## src/fspd_pkg.sv

```systemverilog
// Package for the flight stick packet decoder: packet types, length table,
// result groups, the shared packet and result structs and the axis value helper.
// No dependencies.
package fspd_pkg;

  localparam int BUTTON_COUNT = 4;
  localparam int FRAME_KEEP   = 4;

  typedef enum logic [2:0] {
    PKT_NONE0   = 3'd0,
    PKT_BUTTONS = 3'd1,
    PKT_LONG    = 3'd2,
    PKT_STICK   = 3'd3,
    PKT_SKIP    = 3'd4,
    PKT_AXES    = 3'd5,
    PKT_NONE6   = 3'd6,
    PKT_NONE7   = 3'd7
  } pkt_type_t;

  typedef enum logic [1:0] {
    GRP_BUTTONS = 2'd0,
    GRP_STICK   = 2'd1,
    GRP_AXES    = 2'd2
  } grp_t;

  localparam logic [7:0] START_MASK = 8'h80;
  localparam logic [7:0] FLAG_A_LO  = 8'h01;
  localparam logic [7:0] FLAG_B_LO  = 8'h02;
  localparam logic [7:0] FLAG_A_HI  = 8'h04;
  localparam logic [7:0] FLAG_B_HI  = 8'h08;

  // Completed packet handed from the framer to the decoder
  typedef struct packed {
    logic       done;
    pkt_type_t  ptype;
    logic [7:0] b0;
    logic [7:0] b1;
    logic [7:0] b2;
    logic [7:0] b3;
  } frame_t;

  typedef struct packed {
    logic       valid;
    logic [9:0] stick_x;
    logic [8:0] stick_y;
    logic [8:0] throttle_value;
    logic [8:0] dial_value;
    logic [3:0] hat_bits;
    logic [3:0] button_bits;
    grp_t       updated_group;
  } result_t;

  function automatic logic [3:0] type_len(pkt_type_t t);
    logic [3:0] len;
    unique case (t)
      PKT_BUTTONS: len = 4'd4;
      PKT_LONG:    len = 4'd12;
      PKT_STICK:   len = 4'd3;
      PKT_SKIP:    len = 4'd4;
      PKT_AXES:    len = 4'd4;
      default:     len = 4'd0;
    endcase
    return len;
  endfunction

  // low + 128 when flag a - 256 when flag b, in 10-bit two's complement
  function automatic logic [9:0] raw_value(logic [7:0] lo, logic add128, logic sub256);
    logic [9:0] v;
    v = {2'b00, lo} + (add128 ? 10'd128 : 10'd0) - (sub256 ? 10'd256 : 10'd0);
    return v;
  endfunction

endpackage

```

## src/fspd_framer.sv

```systemverilog
// Packet framer: tracks the open packet, keeps its first four bytes and flags
// the byte that completes it. Depends on fspd_pkg.
module fspd_framer
  import fspd_pkg::*;
(
  input  logic       clk,
  input  logic       rst_n,
  input  logic       step,
  input  logic [7:0] rx_byte,
  output frame_t     frame
);

  logic [3:0] frame_count_r, frame_count_nxt;
  logic [3:0] frame_length_r, frame_length_nxt;
  logic [7:0] frame_bytes_r [FRAME_KEEP];

  logic       is_start;
  pkt_type_t  start_type;
  logic [3:0] len0;
  logic [3:0] cnt0;
  logic [3:0] cnt1;
  logic       take;
  logic       store;
  logic       done;
  logic [7:0] view [FRAME_KEEP];

  always_comb begin
    is_start   = (rx_byte & START_MASK) != 8'h00;
    start_type = pkt_type_t'(rx_byte[6:4]);
    len0       = is_start ? type_len(start_type) : frame_length_r;
    cnt0       = is_start ? 4'd0 : frame_count_r;
    take       = step && (len0 != 4'd0);
    store      = take && (cnt0[3:2] == 2'b00);
    cnt1       = cnt0 + 4'd1;
    done       = take && (cnt1 == len0);

    frame_count_nxt  = frame_count_r;
    frame_length_nxt = frame_length_r;
    if (step) begin
      if (!take || done) begin
        frame_count_nxt  = 4'd0;
        frame_length_nxt = is_start || done ? 4'd0 : frame_length_r;
      end else begin
        frame_count_nxt  = cnt1;
        frame_length_nxt = len0;
      end
    end

    // the completing byte joins the stored ones in the same cycle
    for (int i = 0; i < FRAME_KEEP; i++) begin
      view[i] = (store && (cnt0[1:0] == 2'(i))) ? rx_byte : frame_bytes_r[i];
    end

    frame.done  = done;
    frame.ptype = pkt_type_t'(view[0][6:4]);
    frame.b0    = view[0];
    frame.b1    = view[1];
    frame.b2    = view[2];
    frame.b3    = view[3];
  end

  always_ff @(posedge clk) begin
    if (!rst_n) begin
      frame_count_r  <= 4'd0;
      frame_length_r <= 4'd0;
    end else begin
      frame_count_r  <= frame_count_nxt;
      frame_length_r <= frame_length_nxt;
    end
  end

  always_ff @(posedge clk) begin
    if (store) begin
      frame_bytes_r[cnt0[1:0]] <= rx_byte;
    end
  end

  a_closed_count_zero: assert property (@(posedge clk) disable iff (!rst_n)
    (frame_length_r == 4'd0) |-> (frame_count_r == 4'd0))
    else $error("count nonzero with no open packet");

  a_count_below_len: assert property (@(posedge clk) disable iff (!rst_n)
    (frame_length_r != 4'd0) |-> (frame_count_r < frame_length_r))
    else $error("count reached packet length without closing");

  a_len_legal: assert property (@(posedge clk) disable iff (!rst_n)
    (frame_length_r == 4'd0) || (frame_length_r == 4'd3) ||
    (frame_length_r == 4'd4) || (frame_length_r == 4'd12))
    else $error("illegal packet length held");

endmodule

```

## src/fspd_decode.sv

```systemverilog
// Packet decoder: applies a completed packet to the held control values and
// forms the result snapshot. Depends on fspd_pkg.
module fspd_decode
  import fspd_pkg::*;
(
  input  logic    clk,
  input  logic    rst_n,
  input  frame_t  frame,
  output result_t result
);

  logic [9:0] stick_x_r, stick_x_nxt;
  logic [8:0] stick_y_r, stick_y_nxt;
  logic [8:0] throttle_r, throttle_nxt;
  logic [8:0] dial_r, dial_nxt;
  logic [3:0] hat_r, hat_nxt;
  logic [3:0] buttons_r, buttons_nxt;

  logic [9:0] v_lo;
  logic [9:0] v_hi;
  logic       hit;
  grp_t       grp;

  always_comb begin
    v_lo = raw_value(frame.b1, (frame.b0 & FLAG_A_LO) != 8'h00,
                     (frame.b0 & FLAG_B_LO) != 8'h00);
    v_hi = raw_value(frame.b2, (frame.b0 & FLAG_A_HI) != 8'h00,
                     (frame.b0 & FLAG_B_HI) != 8'h00);

    stick_x_nxt  = stick_x_r;
    stick_y_nxt  = stick_y_r;
    throttle_nxt = throttle_r;
    dial_nxt     = dial_r;
    hat_nxt      = hat_r;
    buttons_nxt  = buttons_r;
    hit          = 1'b0;
    grp          = GRP_BUTTONS;

    if (frame.done) begin
      unique case (frame.ptype)
        PKT_BUTTONS: begin
          for (int i = 0; i < 4; i++) begin
            if (i < BUTTON_COUNT) begin
              buttons_nxt[i] = frame.b3[i];
            end
          end
          hit = 1'b1;
          grp = GRP_BUTTONS;
        end
        PKT_STICK: begin
          stick_x_nxt = 10'd0 - v_hi;
          stick_y_nxt = v_lo[8:0];
          hit         = 1'b1;
          grp         = GRP_STICK;
        end
        PKT_AXES: begin
          throttle_nxt = v_lo[8:0];
          dial_nxt     = v_hi[8:0];
          // remap byte bits to up, down, left, right
          hat_nxt      = {frame.b3[1], frame.b3[0], frame.b3[3], frame.b3[2]};
          hit          = 1'b1;
          grp          = GRP_AXES;
        end
        default: begin
          hit = 1'b0;
        end
      endcase
    end

    result.valid          = hit;
    result.stick_x        = stick_x_nxt;
    result.stick_y        = stick_y_nxt;
    result.throttle_value = throttle_nxt;
    result.dial_value     = dial_nxt;
    result.hat_bits       = hat_nxt;
    result.button_bits    = buttons_nxt;
    result.updated_group  = grp;
  end

  always_ff @(posedge clk) begin
    if (!rst_n) begin
      stick_x_r  <= 10'd0;
      stick_y_r  <= 9'd0;
      throttle_r <= 9'd0;
      dial_r     <= 9'd0;
      hat_r      <= 4'd0;
      buttons_r  <= 4'd0;
    end else begin
      stick_x_r  <= stick_x_nxt;
      stick_y_r  <= stick_y_nxt;
      throttle_r <= throttle_nxt;
      dial_r     <= dial_nxt;
      hat_r      <= hat_nxt;
      buttons_r  <= buttons_nxt;
    end
  end

endmodule

```

## src/flight_stick_packet_decoder_core.sv

```systemverilog
// Top level of the flight stick packet decoder: input word register, framer,
// decoder and output register. Depends on fspd_pkg, fspd_framer, fspd_decode.
//
//  channel | dir | payload
//  in_     | in  | tdata[7:0] rx_byte
//  out_    | out | tdata stick_x, stick_y, throttle, dial, hat, buttons; tuser group
//
// One word enters per cycle while the output is not stalled; a completing byte passes
// from the input register through the framer and decoder into the output register.
// Framing and decoding are a single pass of logic between the two registers.
// Synchronous active-low reset clears control state and the held values.
// A stalled output holds the input register; in_tready drops only then.
module flight_stick_packet_decoder_core
  import fspd_pkg::*;
(
  input  logic        clk,
  input  logic        rst_n,
  input  logic        in_tvalid,
  output logic        in_tready,
  input  logic [7:0]  in_tdata,   // [7:0] rx_byte
  output logic        out_tvalid,
  input  logic        out_tready,
  output logic [47:0] out_tdata,  // [9:0] stick_x, [18:10] stick_y, [27:19] throttle_value,
                                  // [36:28] dial_value, [40:37] hat_bits,
                                  // [44:41] button_bits, [47:45] zero
  output logic [1:0]  out_tuser   // [1:0] updated_group
);

  logic       in_valid_r, in_valid_nxt;
  logic [7:0] in_byte_r;
  logic       out_valid_r, out_valid_nxt;
  result_t    out_r;
  logic       adv;
  logic       step;
  frame_t     frame;
  result_t    result;

  assign adv       = !out_valid_r || out_tready;
  assign step      = in_valid_r && adv;
  assign in_tready = !in_valid_r || adv;

  fspd_framer u_framer (
    .clk     (clk),
    .rst_n   (rst_n),
    .step    (step),
    .rx_byte (in_byte_r),
    .frame   (frame)
  );

  fspd_decode u_decode (
    .clk    (clk),
    .rst_n  (rst_n),
    .frame  (frame),
    .result (result)
  );

  always_comb begin
    in_valid_nxt = in_valid_r;
    if (in_tvalid && in_tready) begin
      in_valid_nxt = 1'b1;
    end else if (step) begin
      in_valid_nxt = 1'b0;
    end

    out_valid_nxt = out_valid_r && !out_tready;
    if (step && result.valid) begin
      out_valid_nxt = 1'b1;
    end
  end

  always_ff @(posedge clk) begin
    if (!rst_n) begin
      in_valid_r  <= 1'b0;
      out_valid_r <= 1'b0;
    end else begin
      in_valid_r  <= in_valid_nxt;
      out_valid_r <= out_valid_nxt;
    end
  end

  always_ff @(posedge clk) begin
    if (in_tvalid && in_tready) begin
      in_byte_r <= in_tdata;
    end
    if (step && result.valid) begin
      out_r <= result;
    end
  end

  assign out_tvalid = out_valid_r;
  assign out_tdata  = {3'b000, out_r.button_bits, out_r.hat_bits, out_r.dial_value,
                       out_r.throttle_value, out_r.stick_y, out_r.stick_x};
  assign out_tuser  = out_r.updated_group;

  a_ready_when_free: assert property (@(posedge clk) disable iff (!rst_n)
    !out_valid_r |-> in_tready)
    else $error("input stalled with output register empty");

  a_hold_word: assert property (@(posedge clk) disable iff (!rst_n)
    (in_valid_r && !adv) |=> (in_valid_r && $stable(in_byte_r)))
    else $error("held input word lost during stall");

  a_group_legal: assert property (@(posedge clk) disable iff (!rst_n)
    out_valid_r |-> (out_tuser != 2'd3))
    else $error("illegal update group on output");

endmodule

```

## config.mk

```make
export PLATFORM = sky130hd
export DESIGN_NAME = flight_stick_packet_decoder_core
export DESIGN_NICKNAME = d
export VERILOG_FILES = /design/src/fspd_pkg.sv /design/src/fspd_framer.sv /design/src/fspd_decode.sv /design/src/flight_stick_packet_decoder_core.sv
export SDC_FILE = /design/constraint.sdc
export NUM_CORES = 1
export LEC_CHECK = 0
export ABC_AREA = 0
export BUFFER_PORTS_ARGS = -buffer_cell sky130_fd_sc_hd__buf_2
export CORE_MARGIN = 8
export CORE_UTILIZATION = 45
export CTS_CLUSTER_SIZE = 28
export DETAILED_ROUTE_END_ITERATION = 6
export GPL_TIMING_DRIVEN = 0
export PLACE_DENSITY = 0.62
export REMOVE_ABC_BUFFERS = 1
export SLEW_MARGIN = 20
export SYNTH_ARGS = -nofsm -noshare
export SYNTH_HDL_FRONTEND = slang
export SYNTH_SLANG_ARGS = --single-unit
```

## constraint.sdc

```tcl
create_clock -name clk -period 8.45 [get_ports clk]
set_input_delay 0.4225 -clock clk [delete_from_list [all_inputs] [get_ports clk]]
set_output_delay 0.4225 -clock clk [all_outputs]
set_load 0.01 [all_outputs]
```

==> results of run 1 <==
## cell usage after synthesis, drive strengths merged (5+ instances only)
cell | number | area share
edfxtp | 82 | 0.38
dfxtp | 55 | 0.17
nand2 | 50 | 0.029
and2 | 48 | 0.046
o21ai | 38 | 0.029
nor2 | 34 | 0.021
ha | 22 | 0.042
inv | 22 | 0.013
a21oi | 18 | 0.014
mux2i | 17 | 0.026
buf | 16 | 0.016
clkbuf | 14 | 0.0081
nand4 | 12 | 0.013
nand3 | 11 | 0.010
nor3 | 11 | 0.010
xnor2 | 11 | 0.015
mux2 | 10 | 0.018
a31oi | 8 | 0.0077
nor2b | 8 | 0.0077
xor2 | 8 | 0.011
nand2b | 7 | 0.0068
o31ai | 6 | 0.013
a211oi | 5 | 0.0058
a22oi | 5 | 0.0058
nor4b | 5 | 0.011
## placed cells by master (no fill, tap or decap), types with 4 or more instances in the layout
master and count:
a22oi_1 5, a211oi_1 4, mux2_2 9, o21ai_1 16, edfxtp_1 82, ha_1 22
o21ai_0 22, dfxtp_1 55, a31oi_1 8, nor3_1 10, nor2_1 33, buf_2 62
nand4_1 11, inv_1 21, or3_1 4, a21oi_1 17, xor2_1 8, xnor2_1 11
nand2b_1 7, nand2_1 50, nor2b_1 8, mux2i_1 17, buf_6 4, a21o_1 4
clkbuf_16 17, and2_1 48, nand3_1 9
## per-layer routing
layer  GRT usage  up-vias  routed length, um
met1       0.207     2080               6640
met3      0.0480       17                820
li1            -     2183                  -
met2       0.237      118               6260
met5           0        -                  0
met4      0.0549        0                194
## logic make-up (layout without fill, tap and decap cells)
logic type,after synthesis,count (layout),share of synthesized area
other,1,3,0.000578
buffers and inverters,53,122,0.0376
AND/OR/NAND/NOR,211,211,0.185
XOR/XNOR,19,19,0.0257
multiplexers,28,28,0.0477
AO/OA/AOI/OAI,105,105,0.111
adder cells (fa/ha/maj),22,22,0.0424
flip-flops,137,137,0.549
## flip-flops by register name (all words and copies together), names as in the netlist, 8 cells and up
| signal | count |
|---|---|
| u_decode.throttle_r | 9 |
| u_decode.dial_r | 9 |
| u_decode.stick_x_r | 10 |
| out_tdata | 45 |
| u_framer.frame_bytes_r | 27 |
| u_decode.stick_y_r | 9 |
| in_byte_r | 8 |
## worst max-delay path: stages, from the launching register on
cell and delay [ps]:
edfxtp_1 790, nand2b_1 270, ha_1 200, nand2_1 100
nor3_4 370, nand3_2 330, mux2i_1 630, inv_1 100
ha_1 350, nor2b_1 150, nand4_1 110, nand4_1 210
and4_1 280, nor4_2 430, nor4b_4 100, xor2_1 170
mux2_4 260
## worst paths after layout
check	from	end	slack (ps)	cells after the start
setup / recovery	in_byte_r[7]	out_tdata[9]	3350	16
hold / removal	in_tdata[0]	in_byte_r[0]	170	1
setup reg to reg	in_byte_r[7]	out_tdata[9]	3350	16
hold reg to reg	u_decode.stick_x_r[7]	u_decode.stick_x_r[7]	480	2
## through the flow
step | total power [mW] | cells | hold WS [ps] | utilization | setup WS [ps]
finish | 1.48 | 831 | 174 | 0.526 | 3350
CTS | 1.50 | 831 | 157 | 0.526 | 3020
global placement | 0.790 | 792 | 459 | 0.480 | -1110
detailed placement | 0.794 | 799 | 469 | 0.487 | 3020
floorplan | 0.770 | 548 | 443 | - | 1400
global route | 1.53 | 831 | 158 | 0.526 | 3040
## power breakdown
part           total (mW)  leakage, nW  internal, mW  switching, mW
clock               0.703        0.270         0.414          0.289
combinational      0.0553         1.46        0.0199         0.0355
sequential          0.725         1.31         0.711         0.0145
## layout make-up
| type | count | share of cell area |
|---|---|---|
| sequential | 137 | 0.473 |
| multi-input combinational | 388 | 0.361 |
| clock buffer | 19 | 0.0588 |
| timing repair buffer | 67 | 0.0492 |
| tap | 184 | 0.0306 |
| clock inverter | 13 | 0.0159 |
| inverter | 23 | 0.0115 |
==> flow_metrics.py, run 1 <==
metrics = {
    "run": {
        "drv_cap": 0,
    },
    "logic_synthesis": {
        "ys_ff_latch": 137,
        "syn-cell-area_mm2": 0.00648,
        "ys_types": 71,
        "synth-warning-count": 0,
        "synth_top_flop_cell": "edfxtp_1",
        "syn_inst": 576,
        "synth_area_per_cell_um2": 11.3,
        "synth_edf_count": 82,
        "async_flop_share": 0,
        "ys_seq_area_frac": 0.549,
    },
    "critical_path": {
        "crit_arrival_ps": 5280,
        "start_kind": "flip-flop",
        "path_class": "reg2reg",
        "cp.required_ps": 8620,
        "worst-path-max-fanout": 21,
        "worstSetupEndpointType": "flip-flop",
    },
    "power": {
        "leakagePower_nw": 3.04,
        "powerDensity_mw_per_mm2": 197,
        "vdd_drop_max_mv": 0.117,
    },
    "finish": {
        "seq_area_mm2": 0.00356,
        "syn2layout_area_growth_pct": 16.2,
        "n_antenna_cell": 0,
        "multi_input_area_mm2": 0.00272,
        "nFillCells": 1290,
        "final_nets": 668,
        "drive_above_1_share": 0.212,
        "stdcell_area_mm2": 0.00753,
    },
    "timing": {
        "drv_slew": 0,
        "finalSetupViolCount": 0,
        "rsz0062_at_grt": "no",
        "period_minus_slack_ps": 5100,
        "worst_slew_pin_slew_ps": 881,
        "setup-tns-final_ps": 0,
        "fin_crit_sh": 0.604,
        "relSlewSlack": 0.413,
        "fmax_mhz": 196,
        "finalHoldViolCount": 0,
        "skew_ps": 8.08,
    },
    "cts": {
        "ctsHoldBuffers": 0,
        "cts-root-buf": "clkbuf_16",
        "numCtsBuffers": 17,
        "clk_pin_slew_worst_paths_ps": 60,
        "tritoncts": "built",
        "cts-resized-gates": 0,
        "clk_latency_ps": 420,
        "htree_levels": 4,
        "cts_num_sinks": 137,
        "clockBufferDepth": 2,
        "post_cts_buffers": 0,
    },
    "placed_design": {
        "place_congestion": 0.874,
        "placed_cell_area_mm2": 0.00697,
        "dpl.hpwl_um": 9630,
        "portBuffers": 60,
    },
    "detailed_routing": {
        "dr.pass1.iters": 6,
        "via_count": 4398,
        "viasPerCell": 5.29,
        "drc": 0,
        "antenna_left": 0,
        "wl_per_cell_um": 16.7,
        "drt_iter0_drc": 406,
        "wl_um": 13900,
    },
    "floorplan": {
        "die_area_mm2": 0.0185,
        "start_util": 0.453,
        "core_area_mm2": 0.0143,
        "rows": 44,
        "die_w_um": 136,
        "io_pins": 64,
        "die_y_um": 136,
    },
    "grt": {
        "antenna_found_initial": 0,
        "grt-ovfl-total": 0,
        "grt_pass1_vias": 4268,
        "grt_pass1_wl_um": 22400,
        "gr-usage-all-layers": 0.156,
        "grt_max_degree": 46,
    },
    "run_status": {
        "outcome": "finished, final reports clean",
    },
    "min_path": {
        "hold_path.class": "in2reg",
    },
}
Power figures use the tool's default switching activity.
==> run 2: changes to the inputs <==
--- a/config.mk
+++ b/config.mk
@@ -12,7 +12,7 @@
 export CTS_CLUSTER_SIZE = 28
 export DETAILED_ROUTE_END_ITERATION = 6
 export GPL_TIMING_DRIVEN = 0
-export PLACE_DENSITY = 0.62
+export PLACE_DENSITY = 0.65
 export REMOVE_ABC_BUFFERS = 1
 export SLEW_MARGIN = 20
 export SYNTH_ARGS = -nofsm -noshare
==> constraint.sdc (replaced) <==
create_clock -name clk -period 4.4 [get_ports clk]
set_input_delay 0.22 -clock clk [delete_from_list [all_inputs] [get_ports clk]]
set_output_delay 0.22 -clock clk [all_outputs]
set_load 0.01 [all_outputs]
==> run 2 against run 1 <==
Cell area grew 4.0%; routed wire length down 0.44%; global-route usage shrank 0.23 points; via count increased by 3.8%; first-iteration DRC count decreased by 22%; clock power rose by 100%; final cell count is 2.8% higher; count of clock-buffer cells in the layout fell by 2; combinational power grew 140%; hold slack got worse by 150 ps; critical path type unchanged; largest cell class unchanged.
==> flow_metrics.py, run 2 (same netlist as run 1, synthesis figures left out) <==
metrics = {
    "finish": {
        "multi_input_area_mm2": 0.00280,
        "syn2layout_area_growth_pct": 20.8,
        "stdcell_area_mm2": 0.00784,
        "final_common_cell": "edfxtp_1",
        "drive_above_1_share": 0.245,
        "n_antenna_cell": 0,
        "final_nets": 691,
        "layout_common_cells": "82 x edfxtp_1, 61 x buf_2, 55 x dfxtp_1",
        "nFillCells": 1222,
        "seq_area_mm2": 0.00356,
        "largest_reg_flops": 45,
    },
    "critical_path": {
        "cp.required_ps": 4570,
        "worst-path-max-fanout": 12,
        "rr_worst_depth": 14,
        "rrSetupSlack_ps": 170,
        "rr_startpoint": "in_byte_r[7]",
        "start_kind": "flip-flop",
        "path_class": "reg2reg",
        "crit_arrival_ps": 4390,
        "timing.rr.end": "out_tdata[9]",
        "worstSetupEndpointType": "flip-flop",
    },
    "cts": {
        "htree_levels": 4,
        "clk_pin_slew_worst_paths_ps": 60,
        "clk_latency_ps": 420,
        "cts-root-buf": "clkbuf_16",
        "numCtsBuffers": 17,
        "cts_num_sinks": 137,
        "tritoncts": "built",
        "clockBufferDepth": 2,
    },
    "detailed_routing": {
        "drt_iter0_drc": 315,
        "via_count": 4563,
        "wl_um": 13900,
        "viasPerCell": 5.34,
        "wl_per_cell_um": 16.2,
        "dr.pass1.iters": 5,
        "antenna_left": 0,
        "drc": 0,
    },
    "min_path": {
        "holdPathStages": 3,
        "hold_end": "in_valid_r",
        "hold_path.class": "in2reg",
        "min_from": "in_tvalid",
    },
    "floorplan": {
        "die_w_um": 136,
        "io_pins": 64,
        "die_area_mm2": 0.0185,
        "core_area_mm2": 0.0143,
        "die_y_um": 136,
        "rows": 44,
        "start_util": 0.453,
    },
    "grt": {
        "met2_usage": 0.248,
        "met3_usage": 0.0421,
        "antenna_found_initial": 0,
        "grt_busiest_layer": "met2",
        "grt_max_degree": 46,
        "gr-usage-all-layers": 0.154,
        "grt_pass1_wl_um": 22200,
        "use_met1": 0.190,
        "grt-ovfl-total": 0,
        "grt_pass1_vias": 4379,
    },
    "timing": {
        "worst_slew_pin_slew_ps": 979,
        "fmax_mhz": 237,
        "setup-tns-final_ps": 0,
        "relSlewSlack": 0.345,
        "period_minus_slack_ps": 4230,
        "fin_crit_sh": 0.961,
        "whs_ps": 20.4,
        "drv_slew": 0,
        "finalHoldViolCount": 0,
        "skew_ps": 10.9,
        "finalSetupViolCount": 0,
    },
    "power": {
        "leakagePower_nw": 3.18,
        "powerDensity_mw_per_mm2": 378,
        "vdd_drop_max_mv": 0.270,
        "power.total_mw": 2.96,
    },
    "placed_design": {
        "portBuffers": 60,
        "place_congestion": 0.879,
        "placed_cell_area_mm2": 0.00695,
        "dpl.hpwl_um": 9210,
    },
    "run": {
        "drv_cap": 0,
    },
    "run_status": {
        "outcome": "finished, final reports clean",
    },
}
-- run 2: where the power goes --
group,switching [mW],internal (mW)
logic,0.0809,0.0539
registers,0.0221,1.37
clock network,0.547,0.892
total,0.650,2.31
-- run 2: layout make-up --
type | instances | share of cell area
Sequential cell | 137 | 0.455
Multi-Input combinational cell | 388 | 0.357
Timing Repair Buffer | 90 | 0.0712
Clock buffer | 17 | 0.0543
Tap cell | 184 | 0.0294
Clock inverter | 15 | 0.0222
Inverter | 23 | 0.0110
-- run 2: how the worst max path moves through the flow --
stage                              end  depth (start not counted)  slack, ps         start
final                     out_tdata[9]                         14        170  in_byte_r[7]
after floorplan           out_tdata[0]                          6      -2650  in_byte_r[6]
after detailed placement  out_tdata[9]                         16       -570  in_byte_r[7]
after CTS                 out_tdata[9]                         17         30  in_byte_r[7]
after global routing      out_tdata[9]                         17         -6  in_byte_r[7]
after global placement    out_tdata[9]                          6      -5070  in_byte_r[6]
-- run 2: worst max-delay path, cell delays in order, from the launching register on --
cell      delay [ps]
edfxtp_1         460
buf_4            180
or4_4            460
or2_4            320
nand3_4          210
mux2i_4          360
ha_1             320
nor2b_1          150
nand4_1          100
nand4_1          190
and4_1           270
nor4_2           420
nor4b_4          100
xor2_1           170
mux2_4           260
-- run 2: stage by stage --
step	cells	setup slack, ps	util
2_1_floorplan	548	-2650	-
3_3_place_gp	792	-5070	0.480
3_5_place_dp	798	-574	0.486
4_1_cts	843	25.6	0.540
5_1_grt	854	-6.10	0.547
6_report	854	173	0.547
-- run 2: what timing repair did --
| action | CTS | global route |
|---|---|---|
| buffers inserted | 5 | 11 |
| hold buffers | 8 | 0 |
| hold endpoints to repair | 8 | 0 |
| pin swaps | 1 | 1 |
| gates resized for setup | 11 | 6 |
| endpoints found under the setup margin | 46 | 12 |
| cloned | 0 | 0 |
-- run 2: per-layer routing --
metal,vias up,share of wire,wire [um]
met3,19,0.059,815
met1,2170,0.45,6300
met4,0,0.018,251
met5,-,0,0
li1,2241,-,-
met2,133,0.47,6490
==> run 3: changes to the inputs <==
--- a/config.mk
+++ b/config.mk
@@ -7,12 +7,14 @@
 export LEC_CHECK = 0
 export ABC_AREA = 0
 export BUFFER_PORTS_ARGS = -buffer_cell sky130_fd_sc_hd__buf_2
+export CELL_PAD_IN_SITES_DETAIL_PLACEMENT = 0
+export CELL_PAD_IN_SITES_GLOBAL_PLACEMENT = 1
 export CORE_MARGIN = 8
 export CORE_UTILIZATION = 45
 export CTS_CLUSTER_SIZE = 28
 export DETAILED_ROUTE_END_ITERATION = 6
 export GPL_TIMING_DRIVEN = 0
-export PLACE_DENSITY = 0.65
+export PLACE_DENSITY = 0.75
 export REMOVE_ABC_BUFFERS = 1
 export SLEW_MARGIN = 20
 export SYNTH_ARGS = -nofsm -noshare
==> constraint.sdc (replaced) <==
create_clock -name clk -period 3.9 [get_ports clk]
set_input_delay 0.975 -clock clk [delete_from_list [all_inputs] [get_ports clk]]
set_output_delay 0.975 -clock clk [all_outputs]
set_load 0.01 [all_outputs]
==> run 3 against run 2 <==
The run now ends with setup timing left; final cell count is 2.0% higher; largest cell class unchanged; sequential cell count stayed put; critical path depth is 2 higher; power is 13% higher; sequential power is 12% higher; register-to-register slack worse by 350 ps; hold slack better by 440 ps; highest routed layer unchanged.
==> flow_metrics.py, run 3 (same netlist as run 1, synthesis figures left out) <==
metrics = {
    "detailed_routing": {
        "dr.pass1.iters": 4,
        "via_count": 4565,
        "wl_per_cell_um": 16.4,
        "drc": 0,
        "antenna_left": 0,
        "drt_iter0_drc": 211,
        "viasPerCell": 5.24,
        "wl_um": 14300,
    },
    "grt": {
        "antenna_found_initial": 0,
        "grt-ovfl-total": 0,
        "grt_pass1_vias": 4380,
        "grt_pass1_wl_um": 22900,
        "grt_max_degree": 46,
        "gr-usage-all-layers": 0.159,
    },
    "power": {
        "netSwitchingFraction": 0.229,
        "seqPwrFrac": 0.467,
        "power_frac_comb": 0.051,
        "p_switching_uw": 765,
        "powerDensity_mw_per_mm2": 412,
        "power.total_mw": 3.35,
        "leakagePower_nw": 3.28,
        "clockPowerShare": 0.482,
        "vdd_drop_max_mv": 0.251,
        "p_int_mw": 2.58,
    },
    "timing": {
        "relSlewSlack": 0.524,
        "finalHoldViolCount": 0,
        "skew_ps": 14.5,
        "fmax_mhz": 245,
        "period_minus_slack_ps": 4080,
        "rsz0062_at_grt": "yes",
        "fin_crit_sh": 1.05,
        "worst_slew_pin_slew_ps": 714,
        "finalSetupViolCount": 3,
        "fin_ws_ps": -177,
        "drv_slew": 0,
    },
    "critical_path": {
        "crit_buf_inv": 3,
        "timing.rr.end": "out_tdata[9]",
        "path_class": "reg2reg",
        "cp.required_ps": 4070,
        "crit_family": "simple AND/OR/NAND/NOR gates",
        "rr_worst_depth": 16,
        "crit_slowest_cell": "or4b_4",
        "start_kind": "flip-flop",
        "crit_chain": "buf_6, or4_4, or2_4, nand3_4, mux2i_4, buf_4, buf_6, ha_2, nand2_1, nor3_2, a31oi_2, or4b_4, nand4_4, nor4b_4, xor2_1, mux2_4",
        "worstSetupEndpointType": "flip-flop",
        "rrSetupSlack_ps": -180,
        "rr_startpoint": "in_byte_r[7]",
        "slowest_delay_ps": 520,
        "crit_arrival_ps": 4250,
        "startpoint": "in_byte_r[7]",
        "cpMostUsedCell": "buf_6",
        "worst-path-max-fanout": 6,
    },
    "cts": {
        "clockBufferDepth": 2,
        "tritoncts": "built",
        "htree_levels": 4,
        "cts-root-buf": "clkbuf_16",
        "cts_num_sinks": 137,
        "clk_pin_slew_worst_paths_ps": 60,
        "clk_latency_ps": 430,
        "numCtsBuffers": 17,
    },
    "run": {
        "drv_cap": 0,
    },
    "finish": {
        "fin_util": 0.567,
        "final_nets": 708,
        "stdcell_area_mm2": 0.00812,
        "drive_above_1_share": 0.307,
        "n_antenna_cell": 0,
        "syn2layout_area_growth_pct": 25.2,
        "final-instance-count-excl-fill": 871,
        "layout_common_cells": "82 x edfxtp_1, 61 x buf_2, 55 x dfxtp_1",
        "nFillCells": 1219,
        "largest_reg_flops": 45,
        "final_common_cell": "edfxtp_1",
    },
    "min_path": {
        "hold_end": "u_decode.stick_x_r[7]",
        "min_from": "u_decode.stick_x_r[7]",
        "hold_path.class": "reg2reg",
        "holdPathStages": 2,
    },
    "floorplan": {
        "core_area_mm2": 0.0143,
        "die_y_um": 136,
        "die_area_mm2": 0.0185,
        "start_util": 0.453,
        "die_w_um": 136,
        "io_pins": 64,
        "rows": 44,
    },
    "placed_design": {
        "place_congestion": 0.855,
        "dp_cells": 799,
        "portBuffers": 60,
        "placed_cell_area_mm2": 0.00696,
        "dpl.hpwl_um": 9350,
    },
    "run_status": {
        "violations": "setup timing",
        "outcome": "finished, violations left",
    },
}
run 3: cell type report:
cell class                      instances  area (um2)  share of cell area
Clock inverter                         14         159              0.0196
Timing Repair Buffer                  107         681              0.0838
Multi-Input combinational cell        388        2960               0.365
Clock buffer                           18         439              0.0541
Sequential cell                       137        3560               0.439
Inverter                               23        86.3              0.0106
Tap cell                              184         230              0.0284
run 3: timing repair:
item / 4_1_cts / 5_1_grt
buffers inserted: 31 / 10
gates resized for setup: 32 / 20
hold buffers: 0 / 0
endpoints found under the setup margin: 84 / 54
pin swaps: 20 / 20
run 3: worst max path at each step:
stage / endpoint / slack (ps) / depth (start not counted)
after global placement: out_tdata[35] / -5710 / 7
after CTS: out_tdata[9] / -160 / 14
final: out_tdata[9] / -180 / 16
after global routing: out_tdata[9] / -310 / 16
after floorplan: out_tdata[0] / -3180 / 6
after detailed placement: out_tdata[9] / -1040 / 15
run 3: per-layer routing:
layer,up-vias,global-route usage,part of all wire
li1,2270,-,-
met1,2197,0.210,0.47
met2,86,0.248,0.47
met3,12,0.0355,0.054
met4,0,0.0665,0.010
met5,-,0,0
run 3: tightest hold or removal path, stage by stage (launching register included):
cell and delay [ps]:
dfxtp_1 310, nand3_1 60, o21ai_1 50
run 3: per-stage QoR:
step | worst slack [ps] | hold slack, ps | setup TNS [ps]
global route | -308 | 501 | -2050
detailed placement | -1040 | 467 | -27340
global placement | -5710 | 460 | -412480
finish | -177 | 461 | -344
CTS | -160 | 481 | -1040
floorplan | -3180 | 443 | -196710
run 3: power by group through the flow:
stage	logic, mW	clock network (mW)	registers (mW)
global placement	0.110	0	1.60
floorplan	0.0810	0	1.59
CTS	0.161	1.64	1.56
finish	0.172	1.61	1.56
detailed placement	0.115	0	1.60
global route	0.186	1.70	1.56
